## config.mk

```make
export PLATFORM = sky130hd
export DESIGN_NAME = lfu_slot_replacement_top
export DESIGN_NICKNAME = d
export VERILOG_FILES = /design/src/hw/rtl/lfu_pkg.sv /design/src/hw/rtl/lfu_mem.sv /design/src/hw/rtl/lfu_ctrl.sv /design/src/hw/rtl/lfu_slot_replacement_top.sv
export SDC_FILE = /design/constraint.sdc
export NUM_CORES = 2
export LEC_CHECK = 0
export BUFFER_PORTS_ARGS = -buffer_cell sky130_fd_sc_hd__buf_2
export CAP_MARGIN = 30
export CORE_ASPECT_RATIO = 1.75
export CORE_MARGIN = 2
export CORE_UTILIZATION = 25
export CTS_BUF_LIST = sky130_fd_sc_hd__clkbuf_4
export CTS_CLUSTER_SIZE = 12
export DETAILED_ROUTE_END_ITERATION = 8
export PLACE_DENSITY = 0.43
export SYNTH_ARGS = -nofsm -noshare
export SYNTH_HDL_FRONTEND = slang
export SYNTH_SLANG_ARGS = --single-unit
```

## constraint.sdc

```tcl
create_clock -name clock -period 7.3 [get_ports clock]
set_input_delay 0.73 -clock clock [delete_from_list [all_inputs] [get_ports clock]]
set_output_delay 0.73 -clock clock [all_outputs]
set_load 0.005 [all_outputs]
```

## src/hw/rtl/lfu_pkg.sv

```systemverilog
`timescale 1ns / 1ps
// ----------------------------------------------------------------------------
// lfu_pkg
// Shared types and constants for the LFU slot replacement block.
// ----------------------------------------------------------------------------
package lfu_pkg;

   localparam int MAX_SLOTS_DEF = 32;
   localparam int KEY_BITS_DEF  = 16;

   localparam int CSR_W     = 6;
   localparam int SLOT_W    = 5;
   localparam int EVKEY_W   = 16;
   localparam int COUNT_W   = 16;
   localparam int STAMP_W   = 32;

   localparam logic [CSR_W-1:0]   CSR_RESET = CSR_W'(32);
   localparam logic [COUNT_W-1:0] COUNT_MAX = {COUNT_W{1'b1}};
   localparam logic [COUNT_W-1:0] COUNT_NEW = COUNT_W'(1);

   typedef enum logic [1:0] {
      ST_IDLE,
      ST_SCAN,
      ST_UPDATE
   } lfu_state_type;

   typedef struct packed {
      logic               hit;
      logic [SLOT_W-1:0]  slot;
      logic               evicted_valid;
      logic [EVKEY_W-1:0] evicted_key;
   } rsp_beat_type;

endpackage

```

## src/hw/rtl/lfu_mem.sv

```systemverilog
`timescale 1ns / 1ps
// ----------------------------------------------------------------------------
// lfu_mem
// Single-port-write, single-port-read slot memory with registered read data.
// ----------------------------------------------------------------------------
module lfu_mem #(
   parameter int DEPTH  = 32,
   parameter int ADDR_W = 5,
   parameter int DATA_W = 64
) (
   input  logic              clock,
   input  logic              wr_en,
   input  logic [ADDR_W-1:0] wr_addr,
   input  logic [DATA_W-1:0] wr_data,
   input  logic              rd_en,
   input  logic [ADDR_W-1:0] rd_addr,
   output logic [DATA_W-1:0] rd_data
);

   logic [DATA_W-1:0] mem_ff [DEPTH];
   logic [DATA_W-1:0] rd_data_ff;

   always_ff @(posedge clock) begin
      if (wr_en) begin
         mem_ff[wr_addr] <= wr_data;
      end
   end

   always_ff @(posedge clock) begin
      if (rd_en) begin
         rd_data_ff <= mem_ff[rd_addr];
      end
   end

   assign rd_data = rd_data_ff;

endmodule

```

## src/hw/rtl/lfu_ctrl.sv

```systemverilog
`timescale 1ns / 1ps
// ----------------------------------------------------------------------------
// lfu_ctrl
// Scan sequencer: reads every held slot once, tracks the first key match and
// the eviction candidate, then writes the chosen slot back.
// ----------------------------------------------------------------------------
module lfu_ctrl #(
   parameter int MAX_SLOTS = 32,
   parameter int KEY_BITS  = 16
) (
   input  logic                        clock,
   input  logic                        reset,
   input  logic                        req_valid,
   output logic                        req_stall,
   input  logic [KEY_BITS-1:0]         req_key,
   input  logic [lfu_pkg::CSR_W-1:0]   cap_cfg,
   input  logic                        res_free,
   output logic                        res_load,
   output lfu_pkg::rsp_beat_type       res_beat
);

   import lfu_pkg::*;

   localparam int IDX_W = (MAX_SLOTS > 1) ? $clog2(MAX_SLOTS) : 1;
   localparam int OCC_W = $clog2(MAX_SLOTS + 1);
   localparam int CMP_W = (OCC_W > CSR_W) ? OCC_W : CSR_W;
   localparam int ENT_W = KEY_BITS + COUNT_W + STAMP_W;

   lfu_state_type state_ff, state_in;

   logic [KEY_BITS-1:0] key_ff, key_in;
   logic [OCC_W-1:0]    held_ff, held_in;
   logic [OCC_W-1:0]    issue_ff, issue_in;
   logic                rd_vld_ff, rd_vld_in;
   logic [IDX_W-1:0]    rd_idx_ff, rd_idx_in;
   logic                found_ff, found_in;
   logic [IDX_W-1:0]    match_idx_ff, match_idx_in;
   logic [COUNT_W-1:0]  match_cnt_ff, match_cnt_in;
   logic [STAMP_W-1:0]  match_stamp_ff, match_stamp_in;
   logic [IDX_W-1:0]    best_idx_ff, best_idx_in;
   logic [COUNT_W-1:0]  best_cnt_ff, best_cnt_in;
   logic [STAMP_W-1:0]  best_stamp_ff, best_stamp_in;
   logic [KEY_BITS-1:0] best_key_ff, best_key_in;
   logic [OCC_W-1:0]    occ_ff, occ_in;
   logic [STAMP_W-1:0]  seq_ff, seq_in;

   logic                accept;
   logic                rd_en;
   logic                wr_en;
   logic [IDX_W-1:0]    wr_idx;
   logic [ENT_W-1:0]    wr_data;
   logic [ENT_W-1:0]    rd_data;
   logic [KEY_BITS-1:0] d_key;
   logic [COUNT_W-1:0]  d_cnt;
   logic [STAMP_W-1:0]  d_stamp;
   logic                d_match;
   logic                d_better;
   logic [OCC_W-1:0]    held_m1;
   logic                last_beat;
   logic [CMP_W-1:0]    csr_ext;
   logic [CMP_W-1:0]    cap;
   logic [CMP_W-1:0]    held_ext;
   logic                miss_fill;
   logic                evict;
   logic [COUNT_W-1:0]  hit_cnt;
   logic [IDX_W+SLOT_W-1:0]      slot_wide;
   logic [KEY_BITS+EVKEY_W-1:0]  evkey_wide;

   lfu_mem #(
      .DEPTH  (MAX_SLOTS),
      .ADDR_W (IDX_W),
      .DATA_W (ENT_W)
   ) u_mem (
      .clock   (clock),
      .wr_en   (wr_en),
      .wr_addr (wr_idx),
      .wr_data (wr_data),
      .rd_en   (rd_en),
      .rd_addr (issue_ff[IDX_W-1:0]),
      .rd_data (rd_data)
   );

   // capacity: 0 acts as 1, above MAX_SLOTS acts as MAX_SLOTS
   assign csr_ext  = CMP_W'(cap_cfg);
   assign held_ext = CMP_W'(held_ff);
   always_comb begin
      if (csr_ext == '0) begin
         cap = CMP_W'(1);
      end else if (csr_ext > CMP_W'(MAX_SLOTS)) begin
         cap = CMP_W'(MAX_SLOTS);
      end else begin
         cap = csr_ext;
      end
   end

   assign d_key   = rd_data[ENT_W-1 -: KEY_BITS];
   assign d_cnt   = rd_data[STAMP_W +: COUNT_W];
   assign d_stamp = rd_data[STAMP_W-1:0];
   assign d_match = (d_key == key_ff);
   assign d_better = (rd_idx_ff == '0) || (d_cnt < best_cnt_ff) ||
                     ((d_cnt == best_cnt_ff) && (d_stamp < best_stamp_ff));

   assign held_m1   = held_ff - OCC_W'(1);
   assign last_beat = rd_vld_ff && (rd_idx_ff == held_m1[IDX_W-1:0]);

   assign miss_fill = !found_ff && (held_ext < cap);
   assign evict     = !found_ff && !miss_fill;
   assign hit_cnt   = (match_cnt_ff == COUNT_MAX) ? match_cnt_ff : match_cnt_ff + COUNT_W'(1);

   always_comb begin
      if (found_ff) begin
         wr_idx  = match_idx_ff;
         wr_data = {key_ff, hit_cnt, match_stamp_ff};
      end else if (miss_fill) begin
         wr_idx  = held_ff[IDX_W-1:0];
         wr_data = {key_ff, COUNT_NEW, seq_ff};
      end else begin
         wr_idx  = best_idx_ff;
         wr_data = {key_ff, COUNT_NEW, seq_ff};
      end
   end

   // next state
   always_comb begin
      state_in = state_ff;
      case (state_ff)
         ST_IDLE: begin
            if (req_valid) begin
               state_in = (occ_ff == '0) ? ST_UPDATE : ST_SCAN;
            end
         end
         ST_SCAN: begin
            if (last_beat) begin
               state_in = ST_UPDATE;
            end
         end
         ST_UPDATE: begin
            if (res_free) begin
               state_in = ST_IDLE;
            end
         end
         default: state_in = ST_IDLE;
      endcase
   end

   // outputs
   always_comb begin
      req_stall = 1'b1;
      accept    = 1'b0;
      rd_en     = 1'b0;
      wr_en     = 1'b0;
      res_load  = 1'b0;
      case (state_ff)
         ST_IDLE: begin
            req_stall = 1'b0;
            accept    = req_valid;
         end
         ST_SCAN: begin
            rd_en = (issue_ff < held_ff);
         end
         ST_UPDATE: begin
            wr_en    = res_free;
            res_load = res_free;
         end
         default: begin
            req_stall = 1'b1;
         end
      endcase
   end

   assign slot_wide  = {SLOT_W'(0), wr_idx};
   assign evkey_wide = {EVKEY_W'(0), best_key_ff};

   always_comb begin
      res_beat.hit           = found_ff;
      res_beat.slot          = slot_wide[SLOT_W-1:0];
      res_beat.evicted_valid = evict;
      res_beat.evicted_key   = evict ? evkey_wide[EVKEY_W-1:0] : '0;
   end

   // scan datapath
   always_comb begin
      key_in         = key_ff;
      held_in        = held_ff;
      issue_in       = issue_ff;
      rd_vld_in      = rd_en;
      rd_idx_in      = issue_ff[IDX_W-1:0];
      found_in       = found_ff;
      match_idx_in   = match_idx_ff;
      match_cnt_in   = match_cnt_ff;
      match_stamp_in = match_stamp_ff;
      best_idx_in    = best_idx_ff;
      best_cnt_in    = best_cnt_ff;
      best_stamp_in  = best_stamp_ff;
      best_key_in    = best_key_ff;
      occ_in         = occ_ff;
      seq_in         = seq_ff;
      if (accept) begin
         key_in   = req_key;
         held_in  = occ_ff;
         issue_in = '0;
         found_in = 1'b0;
      end
      if (rd_en) begin
         issue_in = issue_ff + OCC_W'(1);
      end
      if (rd_vld_ff) begin
         if (!found_ff && d_match) begin
            found_in       = 1'b1;
            match_idx_in   = rd_idx_ff;
            match_cnt_in   = d_cnt;
            match_stamp_in = d_stamp;
         end
         if (d_better) begin
            best_idx_in   = rd_idx_ff;
            best_cnt_in   = d_cnt;
            best_stamp_in = d_stamp;
            best_key_in   = d_key;
         end
      end
      if (wr_en) begin
         seq_in = seq_ff + STAMP_W'(1);
         if (miss_fill) begin
            occ_in = occ_ff + OCC_W'(1);
         end
      end
   end

   always_ff @(posedge clock) begin
      if (reset) begin
         state_ff  <= ST_IDLE;
         rd_vld_ff <= 1'b0;
         occ_ff    <= '0;
         seq_ff    <= '0;
      end else begin
         state_ff  <= state_in;
         rd_vld_ff <= rd_vld_in;
         occ_ff    <= occ_in;
         seq_ff    <= seq_in;
      end
   end

   always_ff @(posedge clock) begin
      key_ff         <= key_in;
      held_ff        <= held_in;
      issue_ff       <= issue_in;
      rd_idx_ff      <= rd_idx_in;
      found_ff       <= found_in;
      match_idx_ff   <= match_idx_in;
      match_cnt_ff   <= match_cnt_in;
      match_stamp_ff <= match_stamp_in;
      best_idx_ff    <= best_idx_in;
      best_cnt_ff    <= best_cnt_in;
      best_stamp_ff  <= best_stamp_in;
      best_key_ff    <= best_key_in;
   end

endmodule

```

## src/hw/rtl/lfu_slot_replacement_top.sv

```systemverilog
`timescale 1ns / 1ps
// ----------------------------------------------------------------------------
// lfu_slot_replacement_top
// LFU slot replacement with earliest-insertion tie break, one result per key.
//
//   channel  ports                          direction
//   req      req_valid/req_stall, req_key   in
//   rsp      rsp_valid/rsp_stall, rsp_*     out
//   csr      csr_wr_en, csr_wr_data         in (slots_in_use)
//
// Each key scans every occupied slot, up to MAX_SLOTS of them; the
// slot memory gives one entry per cycle to the scan.
// Reset clears control, occupancy and the insertion sequence; the slot memory
// is not cleared, only occupied slots are ever read.
// The result sits in an output register; the next key is taken while it
// waits, and the slot update holds until that register is free.
// ----------------------------------------------------------------------------
module lfu_slot_replacement_top #(
   parameter int MAX_SLOTS = lfu_pkg::MAX_SLOTS_DEF,
   parameter int KEY_BITS  = lfu_pkg::KEY_BITS_DEF
) (
   input  logic                        clock,
   input  logic                        reset,
   input  logic                        req_valid,
   output logic                        req_stall,
   input  logic [KEY_BITS-1:0]         req_key,
   output logic                        rsp_valid,
   input  logic                        rsp_stall,
   output logic                        rsp_hit,
   output logic [lfu_pkg::SLOT_W-1:0]  rsp_slot,
   output logic                        rsp_evicted_valid,
   output logic [lfu_pkg::EVKEY_W-1:0] rsp_evicted_key,
   input  logic                        csr_wr_en,
   input  logic [lfu_pkg::CSR_W-1:0]   csr_wr_data
);

   import lfu_pkg::*;

   logic [CSR_W-1:0] csr_ff, csr_in;
   logic             rsp_valid_ff, rsp_valid_in;
   rsp_beat_type     rsp_beat_ff, rsp_beat_in;
   rsp_beat_type     res_beat;
   logic             res_free;
   logic             res_load;

   lfu_ctrl #(
      .MAX_SLOTS (MAX_SLOTS),
      .KEY_BITS  (KEY_BITS)
   ) u_ctrl (
      .clock     (clock),
      .reset     (reset),
      .req_valid (req_valid),
      .req_stall (req_stall),
      .req_key   (req_key),
      .cap_cfg   (csr_ff),
      .res_free  (res_free),
      .res_load  (res_load),
      .res_beat  (res_beat)
   );

   assign res_free = !rsp_valid_ff || !rsp_stall;

   always_comb begin
      csr_in       = csr_wr_en ? csr_wr_data : csr_ff;
      rsp_valid_in = res_load || (rsp_valid_ff && rsp_stall);
      rsp_beat_in  = res_load ? res_beat : rsp_beat_ff;
   end

   always_ff @(posedge clock) begin
      if (reset) begin
         csr_ff       <= CSR_RESET;
         rsp_valid_ff <= 1'b0;
      end else begin
         csr_ff       <= csr_in;
         rsp_valid_ff <= rsp_valid_in;
      end
   end

   always_ff @(posedge clock) begin
      rsp_beat_ff <= rsp_beat_in;
   end

   assign rsp_valid         = rsp_valid_ff;
   assign rsp_hit           = rsp_beat_ff.hit;
   assign rsp_slot          = rsp_beat_ff.slot;
   assign rsp_evicted_valid = rsp_beat_ff.evicted_valid;
   assign rsp_evicted_key   = rsp_beat_ff.evicted_key;

endmodule
```

After elaboration in Yosys (flattened, before gate mapping)
Memory sizes are Yosys's and may differ from the RTL's. A register that Yosys moved wholly into a read port is not among the register bits.
Index checks and enable logic that the tools add are counted.
{"block": "classes", "eq_ne": 9, "order_cmp": 5, "mux": 22, "n_addsub": 5, "reduce_logical": 23}
{"operator": "$mux W48", "count": 1}
{"operator": "$add A32 B1 Y32 const B", "count": 1}
{"operator": "$eq A16 B16 Y1", "count": 2}
{"operator": "$lt A32 B32 Y1", "count": 1}
{"operator": "$mux W6", "count": 4}
{"operator": "$add A16 B1 Y16 const B", "count": 1}
{"operator": "$eq A16 B16 Y1 const B", "count": 1}
{"operator": "$lt A16 B16 Y1", "count": 1}
{"operator": "$mux W16", "count": 1}
{"operator": "$add A6 B1 Y6 const B", "count": 2}
{"operator": "$logic_not A6 Y1", "count": 2}
{"operator": "$lt A6 B6 Y1", "count": 2}
{"operator": "$mux W5", "count": 2}
{"operator": "$mux W1", "count": 9}
{"operator": "$mux W2", "count": 4}
{"operator": "$gt A6 B6 Y1 const B", "count": 1}
{"operator": "$logic_and A1 B1 Y1", "count": 6}
{"operator": "$pmux W2 S3", "count": 1}
{"operator": "$reduce_and A2 Y1", "count": 3}
{"operator": "$eq A5 B5 Y1", "count": 1}
{"operator": "$logic_not A5 Y1", "count": 1}
{"operator": "$sub A5 B1 Y5 const B", "count": 1}
{"operator": "$logic_not A1 Y1", "count": 4}
{"operator": "$logic_or A1 B1 Y1", "count": 4}
{"operator": "other kinds (7)", "count": 8}
{"block": "word_totals", "out_inout_bits": 25, "regBits": 227, "inputBits": 27, "wordCells": 87, "mem_bits_rw": 2048, "mem_count": 1}
{"memory": "u_ctrl.u_mem.mem_ff", "depth": 32, "word_bits": 64, "rd": 1, "rd_ports_with_merged_regs": 1, "write_ports": 1, "line_no": "lfu_mem.sv:20", "rtl": "logic [DATA_W-1:0] mem_ff [DEPTH];"}

Longest topological paths before layout
{"block": "logic_depth", "word_depth": 7, "mapped_depth": 11, "depth_no_buf": 10}

Cells and area by module
From an unflattened synthesis, not the netlist that was laid out.
{"block": "hier_totals", "cells_unflattened": 3917, "hier_area_um2": 89926.2}
{"mod": "lfu_mem", "area_per_inst_um2": 79605.1, "seq_area_each_um2": 63420.8, "n_inst": 1, "cells_per_inst": 3097}
{"mod": "lfu_ctrl", "area_per_inst_um2": 9382.7, "seq_area_each_um2": 5445.2, "n_inst": 1, "cells_per_inst": 774}
{"mod": "lfu_slot_replacement_top", "area_per_inst_um2": 938.4, "seq_area_each_um2": 830.8, "n_inst": 1, "cells_per_inst": 46}

Worst setup path before layout
No wires, ideal clock.
{"block": "synth_timing", "kind": "flip-flop to flip-flop", "from": "reg u_ctrl.u_mem.rd_data_ff[45], in the netlist u_ctrl.u_mem.rd_data[45] (read register of u_ctrl.u_mem.mem_ff)", "to": "reg u_ctrl.best_cnt_ff[0] (enable)", "synth_period_minus_slack_ns": 7.300, "t_required_ns": 6.702, "path_stages_with_launch": 8, "arrival_time_ns": 6.702, "n_path_buf": 0, "path_slack_ns": 0.000, "setup_time_ns": 0.598, "path_cell_list": "edfxtp_1 ha_1 nand3_1 nor3_1 nand3_1 a2111oi_0 o221ai_1 o31ai_1"}
{"block": "synth_via", "elab_chain_cells": 4, "word_cells_on_any_way": 6, "cone_classes": "order compare: 1; eq/ne: 1; reduce/logical: 4"}
{"element": "from (decl)", "line_no": "lfu_mem.sv:21", "rtl": "logic [DATA_W-1:0] rd_data_ff;"}
{"element": "$lt A16 B16 Y1 or $eq A16 B16 Y1 (tied branches)", "line_no": "lfu_ctrl.sv:100, lfu_ctrl.sv:101"}
{"element": "$logic_or A1 B1 Y1 or $logic_and A1 B1 Y1 (tied branches)", "line_no": "lfu_ctrl.sv:100, lfu_ctrl.sv:101"}
{"element": "$logic_or A1 B1 Y1 *", "line_no": "lfu_ctrl.sv:100", "rtl": "assign d_better = (rd_idx_ff == '0) || (d_cnt < best_cnt_ff) ||"}
{"element": "$reduce_and A2 Y1 (no line) *"}
{"element": "to (signal assigned)", "line_no": "lfu_ctrl.sv:253", "rtl": "best_cnt_ff <= best_cnt_in;"}
{"element": "to (decl)", "line_no": "lfu_ctrl.sv:41", "rtl": "logic [COUNT_W-1:0] best_cnt_ff, best_cnt_in;"}
Every way passes the cells marked *; elsewhere a longest branch is shown, timed or not.
A chain may end at the register's enable or synchronous reset.

Final worst setup path
{"block": "layout_timing", "from": "reg csr_ff[5]", "to": "mem u_ctrl.u_mem.mem_ff[11][19] (enable)"}
{"block": "layout_via", "elab_chain_cells": 7, "word_cells_on_any_way": 8, "cone_classes": "order compare: 2; mux: 4; reduce/logical: 2"}
{"element": "from (decl)", "line_no": "lfu_slot_replacement_top.sv:39", "rtl": "logic [CSR_W-1:0] csr_ff, csr_in;"}
{"element": "from (signal assigned)", "line_no": "lfu_slot_replacement_top.sv:74", "rtl": "csr_ff <= csr_in;"}
{"element": "$gt A6 B6 Y1", "line_no": "lfu_ctrl.sv:89", "rtl": "end else if (csr_ext > CMP_W'(MAX_SLOTS)) begin"}
{"element": "$mux W6", "line_no": "lfu_ctrl.sv:89"}
{"element": "$mux W6 *", "line_no": "lfu_ctrl.sv:87", "rtl": "if (csr_ext == '0) begin"}
{"element": "$lt A6 B6 Y1 *", "line_no": "lfu_ctrl.sv:106", "rtl": "assign miss_fill = !found_ff && (held_ext < cap);"}
{"element": "$logic_and A1 B1 Y1 *", "line_no": "lfu_ctrl.sv:106"}
{"element": "$mux W5 *", "line_no": "lfu_ctrl.sv:114", "rtl": "end else if (miss_fill) begin"}
{"element": "$mux W5 *", "line_no": "lfu_ctrl.sv:111", "rtl": "if (found_ff) begin"}
{"element": "to (decl)", "line_no": "lfu_mem.sv:20"}
Marked as above.

==> flow_summary.toml <==
[run_status]
status = "completed"

[clocking]
clockBufferDepth = 4
cts_tree = "yes"
clockRootBuffer = "clkbuf_4"
numCtsBuffers = 543
post_cts_buffers = 0
cts_resized = 0
holdBufCountCts = 41
cts_sinks = 2339
clkLatencyLatePin_ps = 1360
cts.htree.levels = 6
path_clk_slew_ps = 70

[critical_path]
r2r-end = "u_ctrl.u_mem.mem_ff[11][19]$_DFFE_PP_"
cp_max_fo = 29
r2r-start = "csr_ff[5]$_SDFFE_PP1P_"
worstSetupPathType = "flop to flop"
cp-end-kind = "flop"
crit_top_cell = "a21o_1"
critPathSlowestCell = "nor2_4"
setup.worst_path.start_class = "flop"
cp.required_ps = 8180
worst-r2r-setup-slack_ps = 2420
slowest_delay_ps = 860
path_cells = "inv_1, ha_1, a21o_1, a2111o_1, a21o_1, a311oi_1, nand4_1, nor2_4, buf_4"
r2r_cells = 9
arrival_ps = 5760

[timing]
hold_violations = 0
rsz0062_at_grt = "no"
drv_slew = 0
finalCritPeriodShare = 0.669
setup_viol = 0
clock-skew-final_ps = 138
setup_slack_ps = 2420
tns_ps = 0
tightest_slew_ps = 1280
fmax_mhz = 205
relSlewSlack = 0.150
layout_min_cycle_time_ps = 4880

[logic_synthesis]
syn_area_per_cell_um2 = 23.3
yosys.area.top_type = "edfxtp_1"
yosysWarningCount = 0
ys.flop_type = "edfxtp_1"
netlist.area_leader.share = 0.764
yosysUniqueCellTypes = 61
synth-seq-cells = 2339
ys_seq_area_frac = 0.776
async_flop_share = 0
synth_nets = 3947
syn_area_um2 = 89800
synthTopCellsByArea = "edfxtp_1 (76%), mux4_2 (16%), dfxtp_1 (1.2%)"
synth_edf_count = 2285
synth_cells = 3857

[floorplan]
row_count = 291
die-area_um2 = 364000
core_area_um2 = 358000
start_util = 0.251
ios = 52
die_h_um = 797
die_w_um = 457

[power_and_ir_drop]
power.net_switching_w = 0.00678
irDropWorstVdd_mv = 0.167
p_leak_nw = 35.8
swShare = 0.243
intPower_w = 0.0211
power_frac_seq = 0.537
clkPwrFrac = 0.378
pwr-share-comb = 0.085
power.density_nw_per_um2 = 267

[place]
pre_cts_ws_ps = 2380
placed_cell_area_um2 = 97100
dp_hpwl_um = 153000
gp_congestion = 0.768
dp.cells = 8569
io_buffer_count = 51

[route]
via_per_inst = 4.45
drtIter0Drc = 2941
ant_nets = 0
wl_per_cell_um = 27.4
vias = 42500
route.detailed.drc = 0
drt_first_pass_iters = 5
routed_wl_um = 261000

[finish]
drive_above_1_share = 0.376
finish.instance_area_um2 = 104000
fin_cells = 9542
final_cell_mix = "edfxtp_1 (2285), clkbuf_4 (795), mux4_2 (640)"
area_delta_synth_final_pct = 16.1
nFillCells = 35400
final_util = 0.291
nNetsFinal = 4561
final_common_cell = "edfxtp_1"

[global_route]
grt_max_degree = 124
grt_pass1_wl_um = 364000
antenna_found_initial = 18
grt_use_total = 0.141
grt_overflow = 0
grt_pass1_vias = 46700

[hold_path]
min_path_type = "input port to flop"
whs_endpoint = "u_ctrl.key_ff[14]$_DFFE_PP_"
hold_depth = 2
hold_start = "req_key[14]"

[run]
max_cap_violations = 0
==> cell usage after synthesis, types with 2 or more instances <==
cell,count
a211oi_1,5
a21o_1,14
a21oi_1,20
a311oi_1,2
a31oi_1,4
and2_1,10
and3_1,22
and4_1,8
buf_1,25
buf_2,32
buf_4,14
buf_6,3
clkbuf_1,101
dfxtp_1,54
edfxtp_1,2285
ha_1,63
inv_1,66
inv_2,5
mux2_1,8
mux2_2,86
mux2i_1,7
mux4_2,640
nand2_1,44
nand2b_1,8
nand3_1,27
nand4_1,31
nor2_1,105
nor2b_1,3
nor3_1,22
nor4_1,10
o2111ai_1,2
o211ai_1,7
o21a_1,2
o21ai_0,14
o21ai_1,5
o221ai_1,3
o31ai_1,4
or3_1,5
xnor2_1,19
xor2_1,51
==> how the worst max path moves through the flow <==
stage                     slack [ps]                                    end  cells after the start                                from
after floorplan                  0.3        u_ctrl.best_cnt_ff[0]$_DFFE_PP_                      7  u_ctrl.u_mem.rd_data[45]$_DFFE_PP_
after global placement          2100   u_ctrl.u_mem.mem_ff[0][32]$_DFFE_PP_                     10              csr_ff[5]$_SDFFE_PP1P_
after detailed placement        2380  u_ctrl.u_mem.mem_ff[13][32]$_DFFE_PP_                     10              csr_ff[5]$_SDFFE_PP1P_
after CTS                       2310  u_ctrl.u_mem.mem_ff[13][41]$_DFFE_PP_                     10              csr_ff[5]$_SDFFE_PP1P_
after global routing            2150  u_ctrl.u_mem.mem_ff[13][32]$_DFFE_PP_                     10              csr_ff[5]$_SDFFE_PP1P_
final                           2420  u_ctrl.u_mem.mem_ff[11][19]$_DFFE_PP_                      9              csr_ff[5]$_SDFFE_PP1P_
==> per-layer routing <==
| layer | wire length [um] | share of wire | up-vias | track usage |
|---|---|---|---|---|
| li1 | - | - | 17900 | - |
| met1 | 95100 | 0.36 | 23000 | 0.154 |
| met2 | 148000 | 0.57 | 1102 | 0.275 |
| met3 | 10400 | 0.040 | 444 | 0.0216 |
| met4 | 7640 | 0.029 | 6 | 0.0479 |
| met5 | 46 | 0.00018 | - | 0 |
==> cell families (layout without fill, tap and decap cells) <==
logic type,after synthesis,after routing,synth area share
AND/OR/NAND/NOR,301,301,0.0165
AO/OA/AOI/OAI,97,97,0.00744
flip-flops,2339,2339,0.776
buffers and inverters,246,1234,0.0116
other,0,9,0
adder cells (fa/ha/maj),63,63,0.00878
multiplexers,741,741,0.173
XOR/XNOR,70,70,0.00683
==> power by group through the flow <==
| stage | combinational [W] | clock, W | sequential, W |
|---|---|---|---|
| floorplan | 0.00144 | 0 | 0.0153 |
| global placement | 0.00242 | 0 | 0.0153 |
| detailed placement | 0.00243 | 0 | 0.0153 |
| CTS | 0.00246 | 0.0110 | 0.0150 |
| global route | 0.00253 | 0.0115 | 0.0150 |
| finish | 0.00237 | 0.0105 | 0.0150 |
==> final cells by class <==
class | instances | area (um2) | area share
multi-input cells | 1272 | 19400 | 0.186
repair buffers | 244 | 2320 | 0.0222
clock buffers | 795 | 5970 | 0.0572
flip-flops and latches | 2339 | 69700 | 0.668
diodes | 9 | 22.5 | 0.000216
clock inverters | 124 | 748 | 0.00717
inverters | 71 | 269 | 0.00258
well taps | 4688 | 5870 | 0.0562
==> critical path: cells and delay by family (launching register included) <==
| kind | cells | cell delay [ps] |
|---|---|---|
| compound gates | 4 | 1690 |
| simple gates | 2 | 1340 |
| buf+inv | 2 | 700 |
| flops | 1 | 360 |
| fa+ha+maj | 1 | 350 |
==> state kept, by name, indices dropped and copies added (netlist names), 2 cells and up <==
register	cells
u_ctrl.match_stamp_ff	32
u_ctrl.match_idx_ff	5
rsp_evicted_key	16
u_ctrl.issue_ff	6
u_ctrl.state_ff	2
u_ctrl.best_cnt_ff	16
u_ctrl.rd_idx_ff	5
u_ctrl.held_ext	6
rsp_slot	5
u_ctrl.best_idx_ff	5
u_ctrl.key_ff	16
u_ctrl.best_key_ff	16
u_ctrl.u_mem.rd_data	64
u_ctrl.best_stamp_ff	32
u_ctrl.match_cnt_ff	16
u_ctrl.occ_ff	6
u_ctrl.u_mem.mem_ff	2048
csr_ff	6
u_ctrl.seq_ff	32
==> per-stage QoR <==
step | total power [W] | hold slack (ps)
global placement | 0.0177 | 466
floorplan | 0.0167 | 372
finish | 0.0278 | 192
global route | 0.0290 | 63.2
detailed placement | 0.0177 | 458
CTS | 0.0284 | 0.156
No activity file was read; power rests on OpenSTA's default activity.
